==> config.mk <==
export PLATFORM = sky130hd
export DESIGN_NAME = prime_factor_count_compare
export DESIGN_NICKNAME = d
export VERILOG_FILES = /design/src/sv/pfc_pkg.sv /design/src/sv/pfc_divider.sv /design/src/sv/pfc_omega.sv /design/src/sv/prime_factor_count_compare.sv
export SDC_FILE = /design/constraint.sdc
export NUM_CORES = 1
export LEC_CHECK = 0
export ABC_CLOCK_PERIOD_IN_PS = 5800
export BUFFER_PORTS_ARGS = -buffer_cell sky130_fd_sc_hd__buf_2
export CORE_MARGIN = 2
export CORE_UTILIZATION = 56
export DETAILED_ROUTE_END_ITERATION = 10
export PLACE_DENSITY = 0.79
export SYNTH_ARGS = -nofsm -noshare
export SYNTH_HDL_FRONTEND = slang
export SYNTH_SLANG_ARGS = --single-unit
==> constraint.sdc <==
create_clock -name clk -period 5.8 [get_ports clk]
set_input_delay 1.16 -clock clk [delete_from_list [all_inputs] [get_ports clk]]
set_output_delay 1.16 -clock clk [all_outputs]
set_load 0.05 [all_outputs]
==> src/sv/pfc_pkg.sv <==
`timescale 1ns / 1ps
`default_nettype none

package pfc_pkg;

    localparam int VALUE_W = 32;
    localparam int MAG_W   = 31;  // positive values only reach the factoring loop
    localparam int COUNT_W = 5;
    localparam int DIV_W   = 16;  // trial divisors never pass 46341
    localparam int SQ_W    = 32;
    localparam int STEP_W  = 5;   // divider bit counter

    typedef struct packed {
        logic signed [VALUE_W-1:0] first_value;
        logic signed [VALUE_W-1:0] second_value;
    } pfc_in_t;

    typedef struct packed {
        logic [COUNT_W-1:0] first_count;
        logic [COUNT_W-1:0] second_count;
        logic               first_ranks_before;
    } pfc_out_t;

    typedef struct packed {
        logic             done;
        logic [MAG_W-1:0] quot;
        logic [DIV_W-1:0] rem;
    } pfc_div_status_t;

    typedef enum logic [2:0] {
        OM_IDLE,
        OM_CHECK,
        OM_DIV,
        OM_WAIT,
        OM_DONE
    } pfc_om_state_t;

    typedef enum logic [1:0] {
        TOP_IDLE,
        TOP_FIRST,
        TOP_LAUNCH,
        TOP_SECOND
    } pfc_top_state_t;

endpackage

`default_nettype wire

==> src/sv/pfc_divider.sv <==
`timescale 1ns / 1ps
`default_nettype none

// Restoring divider, one quotient bit per cycle.
module pfc_divider (
    input  wire logic                    clk,
    input  wire logic                    rst_n,
    input  wire logic                    start,
    input  wire logic [pfc_pkg::MAG_W-1:0] dividend,
    input  wire logic [pfc_pkg::DIV_W-1:0] divisor,
    output pfc_pkg::pfc_div_status_t     status
);
    import pfc_pkg::*;

    localparam logic [STEP_W-1:0] LAST_STEP = STEP_W'(MAG_W - 1);

    logic               active_reg, active_next;
    logic               done_reg, done_next;
    logic [STEP_W-1:0]  step_reg, step_next;
    logic [MAG_W-1:0]   quo_reg, quo_next;
    logic [DIV_W-1:0]   rem_reg, rem_next;
    logic [DIV_W-1:0]   dvs_reg, dvs_next;

    logic [DIV_W:0]     shifted;
    logic [DIV_W+1:0]   diff;

    always_ff @(posedge clk or negedge rst_n)
    begin
        if (!rst_n)
        begin
            active_reg <= 1'b0;
            done_reg   <= 1'b0;
            step_reg   <= '0;
        end
        else
        begin
            active_reg <= active_next;
            done_reg   <= done_next;
            step_reg   <= step_next;
        end
    end

    always_ff @(posedge clk)
    begin
        quo_reg <= quo_next;
        rem_reg <= rem_next;
        dvs_reg <= dvs_next;
    end

    always_comb
    begin
        shifted     = {rem_reg, quo_reg[MAG_W-1]};
        diff        = {1'b0, shifted} - {2'b00, dvs_reg};
        active_next = active_reg;
        done_next   = 1'b0;
        step_next   = step_reg;
        quo_next    = quo_reg;
        rem_next    = rem_reg;
        dvs_next    = dvs_reg;
        if (start)
        begin
            active_next = 1'b1;
            step_next   = '0;
            quo_next    = dividend;
            rem_next    = '0;
            dvs_next    = divisor;
        end
        else if (active_reg)
        begin
            // borrow clear: partial remainder covers the divisor
            if (!diff[DIV_W+1])
            begin
                rem_next = diff[DIV_W-1:0];
                quo_next = {quo_reg[MAG_W-2:0], 1'b1};
            end
            else
            begin
                rem_next = shifted[DIV_W-1:0];
                quo_next = {quo_reg[MAG_W-2:0], 1'b0};
            end
            step_next = step_reg + STEP_W'(1);
            if (step_reg == LAST_STEP)
            begin
                active_next = 1'b0;
                done_next   = 1'b1;
            end
        end
    end

    assign status.done = done_reg;
    assign status.quot = quo_reg;
    assign status.rem  = rem_reg;

endmodule

`default_nettype wire

==> src/sv/pfc_omega.sv <==
`timescale 1ns / 1ps
`default_nettype none

// Counts prime factors of one value by trial division on its own divider.
module pfc_omega (
    input  wire logic                        clk,
    input  wire logic                        rst_n,
    input  wire logic                        start,
    input  wire logic signed [pfc_pkg::VALUE_W-1:0] value,
    output logic                             done,
    output logic [pfc_pkg::COUNT_W-1:0]      count
);
    import pfc_pkg::*;

    pfc_om_state_t      state_reg, state_next;
    logic [MAG_W-1:0]   n_reg, n_next;
    logic [DIV_W-1:0]   d_reg, d_next;
    logic [SQ_W-1:0]    sq_reg, sq_next;
    logic [COUNT_W-1:0] count_reg, count_next;

    logic               div_start;
    pfc_div_status_t    div_status;

    pfc_divider u_div (
        .clk      (clk),
        .rst_n    (rst_n),
        .start    (div_start),
        .dividend (n_reg),
        .divisor  (d_reg),
        .status   (div_status)
    );

    always_ff @(posedge clk or negedge rst_n)
    begin
        if (!rst_n)
            state_reg <= OM_IDLE;
        else
            state_reg <= state_next;
    end

    always_ff @(posedge clk)
    begin
        n_reg     <= n_next;
        d_reg     <= d_next;
        sq_reg    <= sq_next;
        count_reg <= count_next;
    end

    always_comb
    begin
        state_next = state_reg;
        n_next     = n_reg;
        d_next     = d_reg;
        sq_next    = sq_reg;
        count_next = count_reg;
        div_start  = 1'b0;
        done       = 1'b0;
        unique case (state_reg)
            OM_IDLE:
            begin
                if (start)
                begin
                    count_next = '0;
                    n_next     = value[MAG_W-1:0];
                    d_next     = DIV_W'(2);
                    sq_next    = SQ_W'(4);
                    // zero, one and negatives have no factors
                    if (value <= VALUE_W'(signed'(1)))
                        state_next = OM_DONE;
                    else
                        state_next = OM_CHECK;
                end
            end
            OM_CHECK:
            begin
                if (sq_reg > {1'b0, n_reg})
                begin
                    // leftover cofactor above one is a prime
                    if (n_reg > MAG_W'(1))
                        count_next = count_reg + COUNT_W'(1);
                    state_next = OM_DONE;
                end
                else
                    state_next = OM_DIV;
            end
            OM_DIV:
            begin
                div_start  = 1'b1;
                state_next = OM_WAIT;
            end
            OM_WAIT:
            begin
                if (div_status.done)
                begin
                    if (div_status.rem == '0)
                    begin
                        count_next = count_reg + COUNT_W'(1);
                        n_next     = div_status.quot;
                        state_next = OM_DIV;
                    end
                    else
                    begin
                        // (d+1)^2 = d^2 + 2d + 1
                        sq_next    = sq_reg + SQ_W'({d_reg, 1'b1});
                        d_next     = d_reg + DIV_W'(1);
                        state_next = OM_CHECK;
                    end
                end
            end
            OM_DONE:
            begin
                done       = 1'b1;
                state_next = OM_IDLE;
            end
            default:
                state_next = OM_IDLE;
        endcase
    end

    assign count = count_reg;

endmodule

`default_nettype wire

==> src/sv/prime_factor_count_compare.sv <==
`timescale 1ns / 1ps
`default_nettype none

// Ranks two signed 32-bit words by prime factor count with multiplicity.
// Pulse start while busy is low; the word is taken at that edge and busy
// stays high until the result goes out. The two values are factored one
// after the other on a single trial-division unit: each trial divisor runs
// a bound check, a launch, 31 restoring division steps and a done, and
// every factor found repeats the division. Trial divisors run up to the
// square root of what is left; values at most 1 skip trial division. The
// second value is launched from its own state after the first is done. The
// result sits on result for one cycle with done high and cannot be held
// off; the next word may start in that same cycle.
module prime_factor_count_compare (
    input  wire logic             clk,
    input  wire logic             rst_n,
    input  wire logic             start,
    input  wire pfc_pkg::pfc_in_t operands,
    output logic                  busy,
    output logic                  done,
    output pfc_pkg::pfc_out_t     result
);
    import pfc_pkg::*;

    pfc_top_state_t            state_reg, state_next;
    logic signed [VALUE_W-1:0] a_reg, a_next;
    logic signed [VALUE_W-1:0] b_reg, b_next;
    logic [COUNT_W-1:0]        ca_reg, ca_next;
    pfc_out_t                  result_reg, result_next;
    logic                      done_reg, done_next;

    logic                      om_start;
    logic signed [VALUE_W-1:0] om_value;
    logic                      om_done;
    logic [COUNT_W-1:0]        om_count;

    pfc_omega u_omega (
        .clk   (clk),
        .rst_n (rst_n),
        .start (om_start),
        .value (om_value),
        .done  (om_done),
        .count (om_count)
    );

    always_ff @(posedge clk or negedge rst_n)
    begin
        if (!rst_n)
        begin
            state_reg <= TOP_IDLE;
            done_reg  <= 1'b0;
        end
        else
        begin
            state_reg <= state_next;
            done_reg  <= done_next;
        end
    end

    always_ff @(posedge clk)
    begin
        a_reg      <= a_next;
        b_reg      <= b_next;
        ca_reg     <= ca_next;
        result_reg <= result_next;
    end

    always_comb
    begin
        state_next  = state_reg;
        a_next      = a_reg;
        b_next      = b_reg;
        ca_next     = ca_reg;
        result_next = result_reg;
        done_next   = 1'b0;
        om_start    = 1'b0;
        om_value    = a_reg;
        unique case (state_reg)
            TOP_IDLE:
            begin
                if (start)
                begin
                    a_next     = operands.first_value;
                    b_next     = operands.second_value;
                    om_start   = 1'b1;
                    om_value   = operands.first_value;
                    state_next = TOP_FIRST;
                end
            end
            TOP_FIRST:
            begin
                if (om_done)
                begin
                    ca_next    = om_count;
                    state_next = TOP_LAUNCH;
                end
            end
            TOP_LAUNCH:
            begin
                // factoring unit is back in idle here
                om_start   = 1'b1;
                om_value   = b_reg;
                state_next = TOP_SECOND;
            end
            TOP_SECOND:
            begin
                om_value = b_reg;
                if (om_done)
                begin
                    result_next.first_count  = ca_reg;
                    result_next.second_count = om_count;
                    if (ca_reg == om_count)
                        result_next.first_ranks_before = (a_reg > b_reg);
                    else
                        result_next.first_ranks_before = (ca_reg > om_count);
                    done_next  = 1'b1;
                    state_next = TOP_IDLE;
                end
            end
            default:
                state_next = TOP_IDLE;
        endcase
    end

    assign busy   = (state_reg != TOP_IDLE);
    assign done   = done_reg;
    assign result = result_reg;

endmodule

`default_nettype wire

* Word level (Yosys, flattened, before mapping)
Index checks and enable logic that the tools add are counted.
** Storage, ports and cells
- Flip-flop bits (word level) :: 240
- Input bits :: 67
- Output and inout bits :: 13
- Word-level logic and storage cells :: 112
** Cells by class
- Add/sub/neg operators :: 5
- Order comparisons :: 5
- Equal/unequal tests :: 18
- Mux-type cells :: 49
- Reduce and logical (&&, ||, !) cells :: 16
** Operators by type and width (number)
- two-way mux 31 bit :: 5
- two-way mux 32 bit :: 4
- case mux 32 bit (2 select lines) :: 2
- two-way mux 16 bit :: 4
- case mux 31 bit (2 select lines) :: 1
- two-way mux 5 bit :: 7
- adder 32 x 17 -> 32 bit :: 1
- > comparator 32 x 31 -> 1 bit :: 1
- > comparator 32 bit :: 1
- <= comparator 32 x 2 -> 1 bit (second input constant) :: 1
- case mux 16 bit (2 select lines) :: 1
- > comparator 31 x 1 -> 1 bit (second input constant) :: 1
- subtractor 17 x 16 -> 18 bit :: 1
- adder 16 x 1 -> 16 bit (second input constant) :: 1
- zero test 16 bit :: 1
- case mux 5 bit (3 select lines) :: 1
- two-way mux 1 bit :: 13
- two-way mux 3 bit :: 4
- inequality test 2 bit (second input constant) :: 6
- case mux 3 bit (4 select lines) :: 1
- adder 5 x 1 -> 5 bit (second input constant) :: 2
- two-way mux 2 bit :: 4
- case mux 2 bit (4 select lines) :: 1
- AND reduction 2 bit :: 4
- 18 further kinds :: 25

* Depth between registers and ports, before layout
Gate-level depths: netlist of the first run.
- Word-level depth :: 7
- Gate-level depth with buffers :: 12

* Modules after synthesis
A second synthesis of the first run with hierarchy kept.
** Second synthesis, totals
- Cells, all modules :: 1396
- Area, all modules :: 14492.6 µm²
** Modules (own cells, without submodules)
- pfc_omega :: times used 1, cells an instance 669, area each 6132.1 µm², sequential area each 2597.5 µm²
- prime_factor_count_compare :: times used 1, cells an instance 384, area each 4516.8 µm², sequential area each 2477.4 µm²
- pfc_divider :: times used 1, cells an instance 343, area each 3843.7 µm², sequential area each 1906.8 µm²

* Least setup slack after synthesis of the first run
Ideal clock, no wire load.
- Path type :: register to register
- Start point :: register state_reg[0]
- End point :: register u_omega.count_reg[0], in the netlist u_omega.count[0] (enable)
- Library setup time :: 0.316 ns
- Arrival time :: 5.643 ns
- Setup slack :: -0.159 ns
- Cell stages (with the launch flop) :: 9
- Path buffers :: 0
- Period minus slack after synthesis :: 5.959 ns
- Cells stage by stage :: dfrtp_1 > inv_1 > ha_1 > inv_1 > nor2_1 > nor2_1 > or4_1 > o21ai_0 > o21a_1
** Between the ends
- Cells in the longest elaborated chain, start to end :: 4
- Elaborated cells between the ends (all ways) :: 5
** Ends and longest elaborated chain
- start: declaration :: RTL line prime_factor_count_compare.sv:25 : pfc_top_state_t state_reg, state_next;
- start signal: assignment :: RTL line prime_factor_count_compare.sv:55 : state_reg <= state_next;
- == test 2 bit / zero test 2 bit (equally long branches) :: RTL line prime_factor_count_compare.sv:78 : unique case (state_reg)
- case mux 1 bit (2 select lines) (*) :: RTL line prime_factor_count_compare.sv:78
- inequality test 2 bit (no line) (*)
- AND reduction 6 bit (no line) (*)
- end signal: assignment :: RTL line pfc_omega.sv:46 : count_reg <= count_next;
- end: declaration :: RTL line pfc_omega.sv:19 : logic [COUNT_W-1:0] count_reg, count_next;
Mark *: on every way between the ends. The rest lies on a longest branch, timed or not.
A chain may end at the register's enable or synchronous reset.

* Worst setup path in the final report of the first run
- Start point :: register state_reg[0]
- End point :: register u_omega.state_reg[2]
** Between the ends
- Cells in the longest elaborated chain, start to end :: 7
- Elaborated cells between the ends (all ways) :: 12
** Ends and longest elaborated chain
- == test 2 bit :: RTL line prime_factor_count_compare.sv:78
- OR reduction 2 bit (no line)
- case mux 32 bit (2 select lines) :: RTL line prime_factor_count_compare.sv:78
- <= comparator 32 x 2 -> 1 bit :: RTL line pfc_omega.sv:68 : if (value <= VALUE_W'(signed'(1)))
- two-way mux 3 bit :: RTL line pfc_omega.sv:68
- two-way mux 3 bit :: RTL line pfc_omega.sv:61 : if (start)
- case mux 3 bit (4 select lines) :: RTL line pfc_omega.sv:58 : unique case (state_reg)
- end signal: assignment :: RTL line pfc_omega.sv:38 : state_reg <= state_next;
- end: declaration :: RTL line pfc_omega.sv:15 : pfc_om_state_t state_reg, state_next;
Parallel ways exist; a longest one is shown, timed or not. The select of a mux whose other input is x is not followed.

==> results_dict.tcl, run 1 <==
set metrics [dict create \
    status "finished, final reports clean" \
    hold_depth 0 \
    grt_pass1_vias 9875 \
    path_max_fanout 54 \
    fin_ws_ns 2.117 \
    grt_use_met2_pct 41.68 \
    grt.total_usage_pct 24.17 \
    cts.path.max_buffers 3 \
    hold_viol_final 0 \
    seq_area_frac_synth_pct 51.09 \
    fp.dieH_um 160.2 \
    placed_area_um2 14350 \
    total_power_uw 8368 \
    ys.flop_type "edfxtp_1" \
    setup_viol 0 \
    tns_ns 0 \
    synth_xor_area_share_pct 2.435 \
    syn-num-nets 1440 \
    power_frac_comb_pct 41.5 \
    antenna_left 0 \
    finalNetCount 1509 \
    p_sw_uw 3224 \
    crit_buf_inv 3 \
    period_needed_ns 3.683 \
    swShare_pct 38.52 \
    wl_per_cell_um 18.46 \
    synthCells 1262 \
    r2r_slack_ns 2.12 \
    port_buffers 79 \
    grt.overflow.total 0 \
    core_um2 24110 \
    min_to "result[6]$_DFFE_PP_" \
    rsz0062_at_grt "no" \
    seqCellArea_um2 6982 \
    io_pins 80 \
    drtIter0Drc 1001 \
    numCtsBuffers 26 \
    hp-start "ca_reg[0]$_DFFE_PP_" \
    max_stage_delay_ns 0.89 \
    start_kind "flop" \
    drv_slew 0 \
    seq_power_share_pct 37.5 \
    maxCapViolations 0 \
    ctsHoldBuffers 0 \
    crit_chain "inv_1 -> ha_2 -> buf_4 -> inv_1 -> nor2_1 -> a32oi_1 -> nand4_1 -> a211oi_1 -> nand3_1 -> o21bai_1 -> a21o_1" \
    critPathKind "flop to flop" \
    grt_pass1_wl_um 50520 \
    dieWidth_um 160.2 \
    post-route-cell-area_um2 15260 \
    p_per_area_nw_per_um2 548.5 \
    cpMaxStageDelayCell "nor2_1" \
    placedCellCount 1627 \
    syn_area_per_cell_um2 10.83 \
    via_per_inst 5.957 \
    netlist_area_um2 13670 \
    area_delta_synth_final_pct 11.65 \
    initial_core_util_pct 56.69 \
    cts_resized 0 \
    critical_path_arrival_ns 4.11 \
    irDropWorstVdd_v 0.0003469 \
    clock_power_share_pct 21.0 \
    wl_um 30920 \
    dr.pass1.iters 7 \
    muxShareOfSynthArea_pct 4.505 \
    crit_top_cell "inv_1" \
    synth_compound_area_share_pct 14.59 \
    dp_slack_ns 2.273 \
    clk_latency_ns 0.54 \
    synthAdderAreaFrac_pct 10.27 \
    multiInputGateArea_um2 6082 \
    synth.distinct_cells 72 \
    antenna_found_initial 0 \
    layoutNonFillerInstCount 1675 \
    intPower_uw 5144 \
    design.die.area_um2 25670 \
    yosys_register_bits 240 \
    synth-simple-area-share_pct 12.59 \
    use_met1_pct 31.86 \
    num_rows 57 \
    endpoint_kind "flop" \
    htreeDepth 1 \
    required_ns 6.22 \
    slew_headroom_pct 19.30 \
    hold_path_class "flop to flop" \
    cp_top_family "simple AND/OR/NAND/NOR gates" \
    final.period_utilization_pct 63.51 \
    reg2reg_depth 11 \
    clk_root_buffer_cell "clkbuf_16" \
    drive_above_1_share_pct 14.66 \
    finalClockSkew_ns 0.01338 \
    worst_pin_slew_ns 1.206 \
    synth_edf_count 211 \
    clk_pin_slew_ns 0.06 \
    cts_sinks 240 \
    ys_warn_count 0 \
    place.gp.congestion 0.9357 \
    p_leak_uw 0.006185 \
    grt_util_met3_pct 3.429 \
    cts_tree "yes" \
    dp_hpwl_um 21750 \
    drc 0 \
    busiest_layer "met2" \
    vias 9978 \
    grt_max_degree 83 \
    fmax_mhz 271.5 \
    synth_top_family_by_area "compound AO/OA/AOI/OAI gates" \
    r2r_end "u_omega.state_reg[2]$_DFFE_PN0P_" \
    async_reset_ff_share_pct 5.417 \
    antenna_cells 0 \
    r2r_start "state_reg[0]$_DFFE_PN0P_" \
    cts_setup_buffers 0 \
    nFillCells 1866 \
]
## worst max-delay path by stage
| stage | startpoint | endpoint | slack (ns) | cells after the start |
|---|---|---|---|---|
| after global placement | start | u_omega.state_reg[2]$_DFFE_PN0P_ | 2.36 | 9 |
| after global routing | state_reg[0]$_DFFE_PN0P_ | u_omega.state_reg[2]$_DFFE_PN0P_ | 1.92 | 11 |
| after detailed placement | state_reg[0]$_DFFE_PN0P_ | u_omega.state_reg[2]$_DFFE_PN0P_ | 2.27 | 11 |
| after floorplan | state_reg[0]$_DFFE_PN0P_ | u_omega.count[0]$_SDFFCE_PN0P_ | 0.38 | 8 |
| after CTS | state_reg[0]$_DFFE_PN0P_ | u_omega.state_reg[2]$_DFFE_PN0P_ | 2.20 | 11 |
| final | state_reg[0]$_DFFE_PN0P_ | u_omega.state_reg[2]$_DFFE_PN0P_ | 2.12 | 11 |
## logic make-up after synthesis
logic type | Yosys count
compound gates | 309
xor+xnor | 38
fa+ha+maj | 111
buf+inv | 157
flops | 240
mux | 56
simple gates | 351
## final cells by class
| cell class | count | share of cell area, % |
|---|---|---|
| Clock inverter | 13 | 1.124 |
| Timing Repair Buffer | 89 | 3.083 |
| Inverter | 109 | 2.682 |
| Clock buffer | 35 | 4.830 |
| Multi-Input combinational cell | 865 | 39.86 |
| Sequential cell | 240 | 45.76 |
| Tap cell | 324 | 2.657 |
## power by group through the flow
stage | clock network [µW] | registers [µW] | logic [µW]
after floorplan | 0 | 2990 | 2690
after CTS | 1760 | 3130 | 3450
after global placement | 0 | 3140 | 3270
after global routing | 1840 | 3200 | 3880
after detailed placement | 0 | 3150 | 3400
final | 1750 | 3140 | 3470
## through the flow
step | utilization (%) | hold WS (ns)
2_1_floorplan | - | 0.4264
3_3_place_gp | 59.52 | 0.4350
3_5_place_dp | 59.52 | 0.4353
4_1_cts | 63.29 | 0.4481
5_1_grt | 63.29 | 0.4539
6_report | 63.29 | 0.4485
## metal layers
layer / part of all wire, % / vias up
li1: - / 4804
met1: 43 / 4771
met2: 49 / 337
met3: 5.5 / 66
met4: 2.8 / 0
met5: 0 / -
## placed cells by master, fill, tap and decap left out, types with 11 or more instances in the layout
master	n
o21a_1	11
nand2_1	98
nor2b_1	14
dfrtp_1	13
dfxtp_1	16
mux2i_1	12
xnor2_1	24
nand4_1	28
buf_2	79
edfxtp_1	211
nor4_1	18
nand3_1	20
a21oi_1	67
ha_1	108
inv_1	109
a31oi_1	15
clkbuf_16	28
mux2_2	44
o21ai_0	107
nor2_1	89
nor3_1	13
a21o_1	24
a22oi_1	21
xor2_1	14
or3_1	18
## synth_stat cells (21+ instances only)
cell type / instances / area share [%]
a22oi_1: 21 / 1.2
inv_1: 109 / 3.0
nand2_1: 100 / 2.7
xnor2_1: 24 / 1.5
o21ai_0: 108 / 4.0
clkbuf_1: 39 / 1.1
ha_1: 109 / 10
a21o_1: 24 / 1.3
nand4_1: 28 / 1.3
edfxtp_1: 211 / 46
mux2_2: 44 / 3.6
nor2_1: 90 / 2.5
a21oi_1: 67 / 2.5
(Power assumes the default switching activity.)
==> run 2: changes to the inputs <==
--- a/config.mk
+++ b/config.mk
@@ -5,7 +5,7 @@
 export SDC_FILE = /design/constraint.sdc
 export NUM_CORES = 1
 export LEC_CHECK = 0
-export ABC_CLOCK_PERIOD_IN_PS = 5800
+export ABC_CLOCK_PERIOD_IN_PS = 2900
 export BUFFER_PORTS_ARGS = -buffer_cell sky130_fd_sc_hd__buf_2
 export CORE_MARGIN = 2
 export CORE_UTILIZATION = 56
==> constraint.sdc (replaced) <==
create_clock -name clk -period 2.9 [get_ports clk]
set_input_delay 0.58 -clock clk [delete_from_list [all_inputs] [get_ports clk]]
set_output_delay 0.58 -clock clk [all_outputs]
set_load 0.05 [all_outputs]
==> run 2 against run 1 <==
  * Hold slack worse by 0.23 ns
  * Utilization is 1.6 points higher
  * Register-to-register slack got worse by 2.0 ns
  * Clock-buffer cell count increased by 7
  * Die area unchanged
  * Global-route usage up 0.45 points
  * Clock power up 82%
  * Clock skew fell by 0.0042 ns
==> results_dict.tcl, run 2 (same netlist as run 1, synthesis figures left out) <==
set metrics [dict create \
    via_per_inst 6.007 \
    cts_tree "yes" \
    grt_pass1_wl_um 51250 \
    setup_viol 0 \
    tns_ns 0 \
    endpoint_kind "flop" \
    period_needed_ns 2.769 \
    cts_sinks 240 \
    dp_hpwl_um 22690 \
    crit_chain "inv_1 -> fa_2 -> and2b_1 -> o21ai_2 -> a21boi_4 -> o41ai_4 -> o311ai_4 -> a31oi_4 -> buf_12 -> or3_1 -> a21oi_1" \
    drive_above_1_share_pct 17.88 \
    num_rows 57 \
    p_sw_uw 6586 \
    wl_um 31380 \
    clk_root_buffer_cell "clkbuf_16" \
    area_delta_synth_final_pct 14.47 \
    design.die.area_um2 25670 \
    critical_path_arrival_ns 3.14 \
    nFillCells 1825 \
    swShare_pct 38.74 \
    power_frac_comb_pct 44.6 \
    place.gp.congestion 0.8936 \
    htreeDepth 1 \
    initial_core_util_pct 56.69 \
    dr.pass1.iters 5 \
    wl_per_cell_um 18.28 \
    status "finished, final reports clean" \
    antenna_found_initial 0 \
    vias 10310 \
    final_common_cell "edfxtp_1" \
    numCtsBuffers 26 \
    finalClockSkew_ns 0.009228 \
    hold_path_class "primary input to flop" \
    intPower_uw 10420 \
    irDropWorstVdd_v 0.0005998 \
    port_buffers 79 \
    cts.path.max_buffers 3 \
    path_max_fanout 7 \
    antenna_left 0 \
    grt.overflow.total 0 \
    core_um2 24110 \
    io_pins 80 \
    grt_max_degree 61 \
    dieWidth_um 160.2 \
    grt_pass1_vias 10020 \
    total_power_uw 17000 \
    antenna_cells 0 \
    drc 0 \
    cpMaxStageDelayCell "edfxtp_1" \
    final.period_utilization_pct 95.47 \
    hold-worst-slack_ns 0.2221 \
    r2r_slack_ns 0.13 \
    drv_slew 0 \
    rsz0062_at_grt "no" \
    fmax_mhz 361.2 \
    critPathKind "flop to flop" \
    max_stage_delay_ns 0.40 \
    grt.total_usage_pct 24.62 \
    seq_power_share_pct 36.7 \
    worst_pin_slew_ns 1.008 \
    fp.dieH_um 160.2 \
    clk_pin_slew_ns 0.06 \
    mostFrequentLayoutCells "211 x edfxtp_1, 108 x ha_1, 106 x inv_1, 106 x o21ai_0, 98 x nand2_1" \
    hold_depth 1 \
    p_per_area_nw_per_um2 1087 \
    required_ns 3.27 \
    reg2reg_depth 11 \
    finalNetCount 1551 \
    slew_headroom_pct 32.68 \
    maxCapViolations 0 \
    hold_viol_final 0 \
    start_kind "flop" \
    drtIter0Drc 1088 \
    clock_power_share_pct 18.7 \
    p_leak_uw 0.006379 \
    clk_latency_ns 0.53 \
]
run 2: cell count changes in the layout (fill, tap and decap cells not counted), moves of 3 or more:
cell / before / now
bufinv_16: 4 / 0
inv_1: 109 / 106
clkbuf_1: 6 / 10
clkbuf_8: 1 / 5
buf_12: 0 / 7
buf_4: 10 / 43
run 2: area by class of cell:
type	count	area, µm²	area share (%)
Multi-Input combinational cell	865	6156	39.35
Clock buffer	42	782.0	4.999
Tap cell	324	405.4	2.592
Inverter	109	412.9	2.640
Timing Repair Buffer	131	873.3	5.583
Clock inverter	6	31.28	0.2000
Sequential cell	240	6982	44.63
run 2: worst max-delay path: cells and delay by family, from the launching register on:
kind | cells | cell delay (ns)
flops | 1 | 0.40
compound gates | 6 | 1.02
simple gates | 2 | 0.54
fa+ha+maj | 1 | 0.39
buf+inv | 2 | 0.26
run 2: what timing repair did:
action | CTS | global route
setup buffers | 0 | 7
gates resized for setup | 0 | 10
hold buffers | 1 | 0
endpoints found under the hold margin | 13 | 0
endpoints found under the setup margin | 0 | 17
run 2: layer usage:
metal | track usage [%] | up-vias | routed length [µm] | part of all wire, %
li1 | - | 4886 | - | -
met1 | 34.14 | 4975 | 13610 | 43
met2 | 41.48 | 389 | 15070 | 48
met3 | 2.727 | 64 | 1873 | 6.0
met4 | 6.757 | 0 | 824 | 2.6
met5 | 0 | - | 0 | 0
run 2: path summary, 6_finish.rpt:
kind                                                     to                       startpoint
setup / recovery           u_omega.sq_reg[18]$_SDFFCE_PN0P_  u_omega.sq_reg[0]$_SDFFCE_PN0P_
hold / removal                          b_reg[30]$_DFFE_PP_                     operands[30]
setup reg to reg           u_omega.sq_reg[18]$_SDFFCE_PN0P_  u_omega.sq_reg[0]$_SDFFCE_PN0P_
hold reg to reg                         result[6]$_DFFE_PP_              ca_reg[0]$_DFFE_PP_
max in group asynchronous                    done$_DFF_PN0_                            rst_n
min in group asynchronous          state_reg[0]$_DFFE_PN0P_                            rst_n
run 2: power groups by stage:
stage | Combinational, µW | Sequential, µW | Clock, µW
final | 7580 | 6230 | 3190
after global routing | 8450 | 6350 | 3350
after CTS | 7400 | 6210 | 3210
after detailed placement | 7310 | 6260 | 0
after global placement | 7080 | 6220 | 0
after floorplan | 5430 | 5960 | 0
run 2: metrics by stage:
step / util [%] / instance area [µm²] / std cells / setup WS, ns
4_1_cts: 64.47 / 15540 / 1710 / 0.0007587
2_1_floorplan: - / 13710 / 1262 / -0.4428
5_1_grt: 64.89 / 15640 / 1717 / 0.002702
3_3_place_gp: 61.05 / 14720 / 1661 / 0.06535
6_report: 64.89 / 15640 / 1717 / 0.1314
3_5_place_dp: 61.05 / 14720 / 1661 / 0.03223
==> run 3: changes to the inputs <==
--- a/config.mk
+++ b/config.mk
@@ -5,6 +5,7 @@
 export SDC_FILE = /design/constraint.sdc
 export NUM_CORES = 1
 export LEC_CHECK = 0
+export ABC_AREA = 1
 export ABC_CLOCK_PERIOD_IN_PS = 2900
 export BUFFER_PORTS_ARGS = -buffer_cell sky130_fd_sc_hd__buf_2
 export CORE_MARGIN = 2
==> run 3 against run 2 <==
  * Synthesized cell count increased by 34%
  * Maximum frequency increased by 7.2%
  * Design area increased by 2.7%
  * Non-clock buffer count decreased by 34
  * Critical path depth decreased by 6
  * Sequential share of layout area decreased by 1.2 points
  * Clock power about the same
  * Global-route usage increased by 0.97 points
  * Total power decreased by 59%
  * Clock-buffer cell count decreased by 8
  * First-iteration DRC count increased by 4.4%
  * Largest cell class unchanged
==> results_dict.tcl, run 3 <==
set metrics [dict create \
    tns_ns 0 \
    maxCapViolations 0 \
    max_stage_delay_ns 0.42 \
    synth_top_area_share_pct 43.75 \
    synth.distinct_cells 51 \
    setup_viol 0 \
    clk_root_buffer_cell "clkbuf_16" \
    layoutNonFillerInstCount 2115 \
    clk_pin_slew_ns 0.06 \
    final.period_utilization_pct 89.03 \
    cp_num_cells 5 \
    cts_resized 0 \
    finalNetCount 1944 \
    yosys_register_bits 240 \
    critPathKind "flop to output port" \
    cpMaxStageDelayCell "dfrtp_1" \
    crit_buf_inv 4 \
    period_needed_ns 2.582 \
    fmax_mhz 387.3 \
    p_per_area_nw_per_um2 438.3 \
    numCtsBuffers 27 \
    post-route-cell-area_um2 16070 \
    drc 0 \
    antenna_left 0 \
    num_rows 58 \
    status "finished, final reports clean" \
    hold-worst-slack_ns 0.2082 \
    async_reset_ff_share_pct 5.417 \
    hold_path_class "primary input to flop" \
    cp_top_family "buffers and inverters" \
    grt.total_usage_pct 25.60 \
    p_leak_uw 0.006908 \
    dieWidth_um 164.8 \
    endpoint_kind "output port" \
    final_common_cell "nand2_1" \
    ctsHoldBuffers 1 \
    grt_pass1_wl_um 55310 \
    crit_chain "inv_1 -> ha_4 -> buf_12 -> inv_1 -> buf_2" \
    start_kind "flop" \
    dr.pass1.iters 5 \
    clk_latency_ns 0.55 \
    htreeDepth 1 \
    worst_pin_slew_ns 0.8654 \
    fp.dieH_um 164.8 \
    io_pins 80 \
    required_ns 2.32 \
    mostFrequentLayoutCells "427 x nand2_1, 226 x inv_1, 211 x edfxtp_1" \
    vias 11970 \
    clock_power_share_pct 45.4 \
    grt_pass1_vias 11260 \
    initial_core_util_pct 57.35 \
    hold_viol_final 0 \
    wl_per_cell_um 16.33 \
    total_power_uw 7043 \
    place.gp.congestion 1.018 \
    yosysMostFrequentCell "nand2_1" \
    seq_area_frac_synth_pct 48.20 \
    placedCellCount 2066 \
    netlist_area_um2 14480 \
    placed_area_um2 15250 \
    antenna_found_initial 0 \
    cts_setup_buffers 0 \
    critical_path_arrival_ns 2.00 \
    reg2reg_depth 14 \
    core_um2 25250 \
    drive_above_1_share_pct 9.972 \
    area_delta_synth_final_pct 10.93 \
    ys.flop_type "edfxtp_1" \
    grt.overflow.total 0 \
    finalClockSkew_ns 0.02631 \
    design.die.area_um2 27170 \
    seq_power_share_pct 52.8 \
    yosys.area.top_type "edfxtp_1" \
    path_max_fanout 65 \
    intPower_uw 5594 \
    drv_slew 0 \
    cts.path.max_buffers 3 \
    crit_top_cell "inv_1" \
    hold_depth 1 \
    rsz0062_at_grt "no" \
    ys_warn_count 0 \
    antenna_cells 0 \
    swShare_pct 20.57 \
    wl_um 34540 \
    drtIter0Drc 1136 \
    power_frac_comb_pct 1.7 \
    syn_area_per_cell_um2 8.596 \
    irDropWorstVdd_v 0.0004262 \
    synth.area.top_cells "edfxtp_1 44%, nand2_1 11%, ha_1 9.4%" \
    cts_tree "yes" \
    port_buffers 79 \
    grt_max_degree 67 \
    p_sw_uw 1449 \
    syn-num-nets 1863 \
    slew_headroom_pct 42.09 \
    via_per_inst 5.658 \
    dp_hpwl_um 25540 \
    cts_sinks 240 \
    synthCells 1685 \
    synth_edf_count 211 \
    synthTopCellsByCount "427 x nand2_1, 227 x inv_1, 211 x edfxtp_1" \
]
run 3: kinds of logic (layout without fill, tap and decap cells):
family / count (synthesis) / in the layout / share of synthesized area [%]
and+or+nand+nor: 711 / 711 / 20.94
buffers and inverters: 281 / 381 / 8.008
xor gates and xnor gates: 13 / 13 / 0.7861
AOI/OAI and AO/OA: 329 / 329 / 12.37
DFF: 240 / 240 / 48.20
adders and majority gates: 111 / 111 / 9.692
run 3: routing by layer:
layer  track usage (%)  vias to the layer above  wire length (µm)
li1                  -                     5840                 -
met3             2.612                       62              2402
met2             42.41                      478             16090
met5                 0                        -                 0
met4             6.917                        0               877
met1             36.09                     5586             15170
run 3: area by class of cell:
cell class | count | area [µm²]
Fill cell | 2036 | 9188
Sequential cell | 240 | 6982
Multi-Input combinational cell | 1164 | 6389
Inverter | 236 | 889.6
Clock buffer | 34 | 711.9
Timing Repair Buffer | 97 | 583.1
Tap cell | 330 | 412.9
Clock inverter | 14 | 98.84
run 3: power by group through the flow:
stage / logic, µW / registers, µW / clock network, µW
finish: 123 / 3720 / 3200
global route: 136 / 3720 / 3370
CTS: 122 / 3720 / 3230
detailed placement: 120 / 3790 / 0
global placement: 117 / 3790 / 0
floorplan: 61.3 / 3790 / 0
run 3: path summary, 6_finish.rpt:
path	slack, ns	endpoint	from
setup / recovery	0.32	busy	state_reg[0]$_DFFE_PN0P_
hold / removal	0.21	b_reg[3]$_DFFE_PP_	operands[3]
setup reg to reg	0.44	u_omega.state_reg[0]$_DFFE_PN0P_	state_reg[1]$_DFFE_PN0P_
hold reg to reg	0.46	result[10]$_DFFE_PP_	ca_reg[4]$_DFFE_PP_
max in group asynchronous	2.16	u_omega.u_div.active_reg$_DFF_PN0_	rst_n
min in group asynchronous	0.47	u_omega.state_reg[1]$_DFFE_PN0P_	rst_n
run 3: through the flow:
step                setup WS, ns  utilization [%]
finish                    0.3182            63.62
global route              0.2550            63.62
CTS                       0.3372            63.62
detailed placement        0.4082            60.37
global placement          0.4588            60.37
floorplan                0.01247                -
run 3: worst reg2reg max path, cell delays in order (launching register included):
cell,delay [ns]
dfrtp_1,0.40
inv_1,0.17
ha_2,0.48
inv_2,0.20
or2_1,0.24
nand2_1,0.16
nand2_1,0.08
nor2_1,0.10
nand2_1,0.06
nor2_1,0.11
nand2_1,0.11
nand3_1,0.09
nand2_1,0.05
nand2_1,0.05
nand2_1,0.04
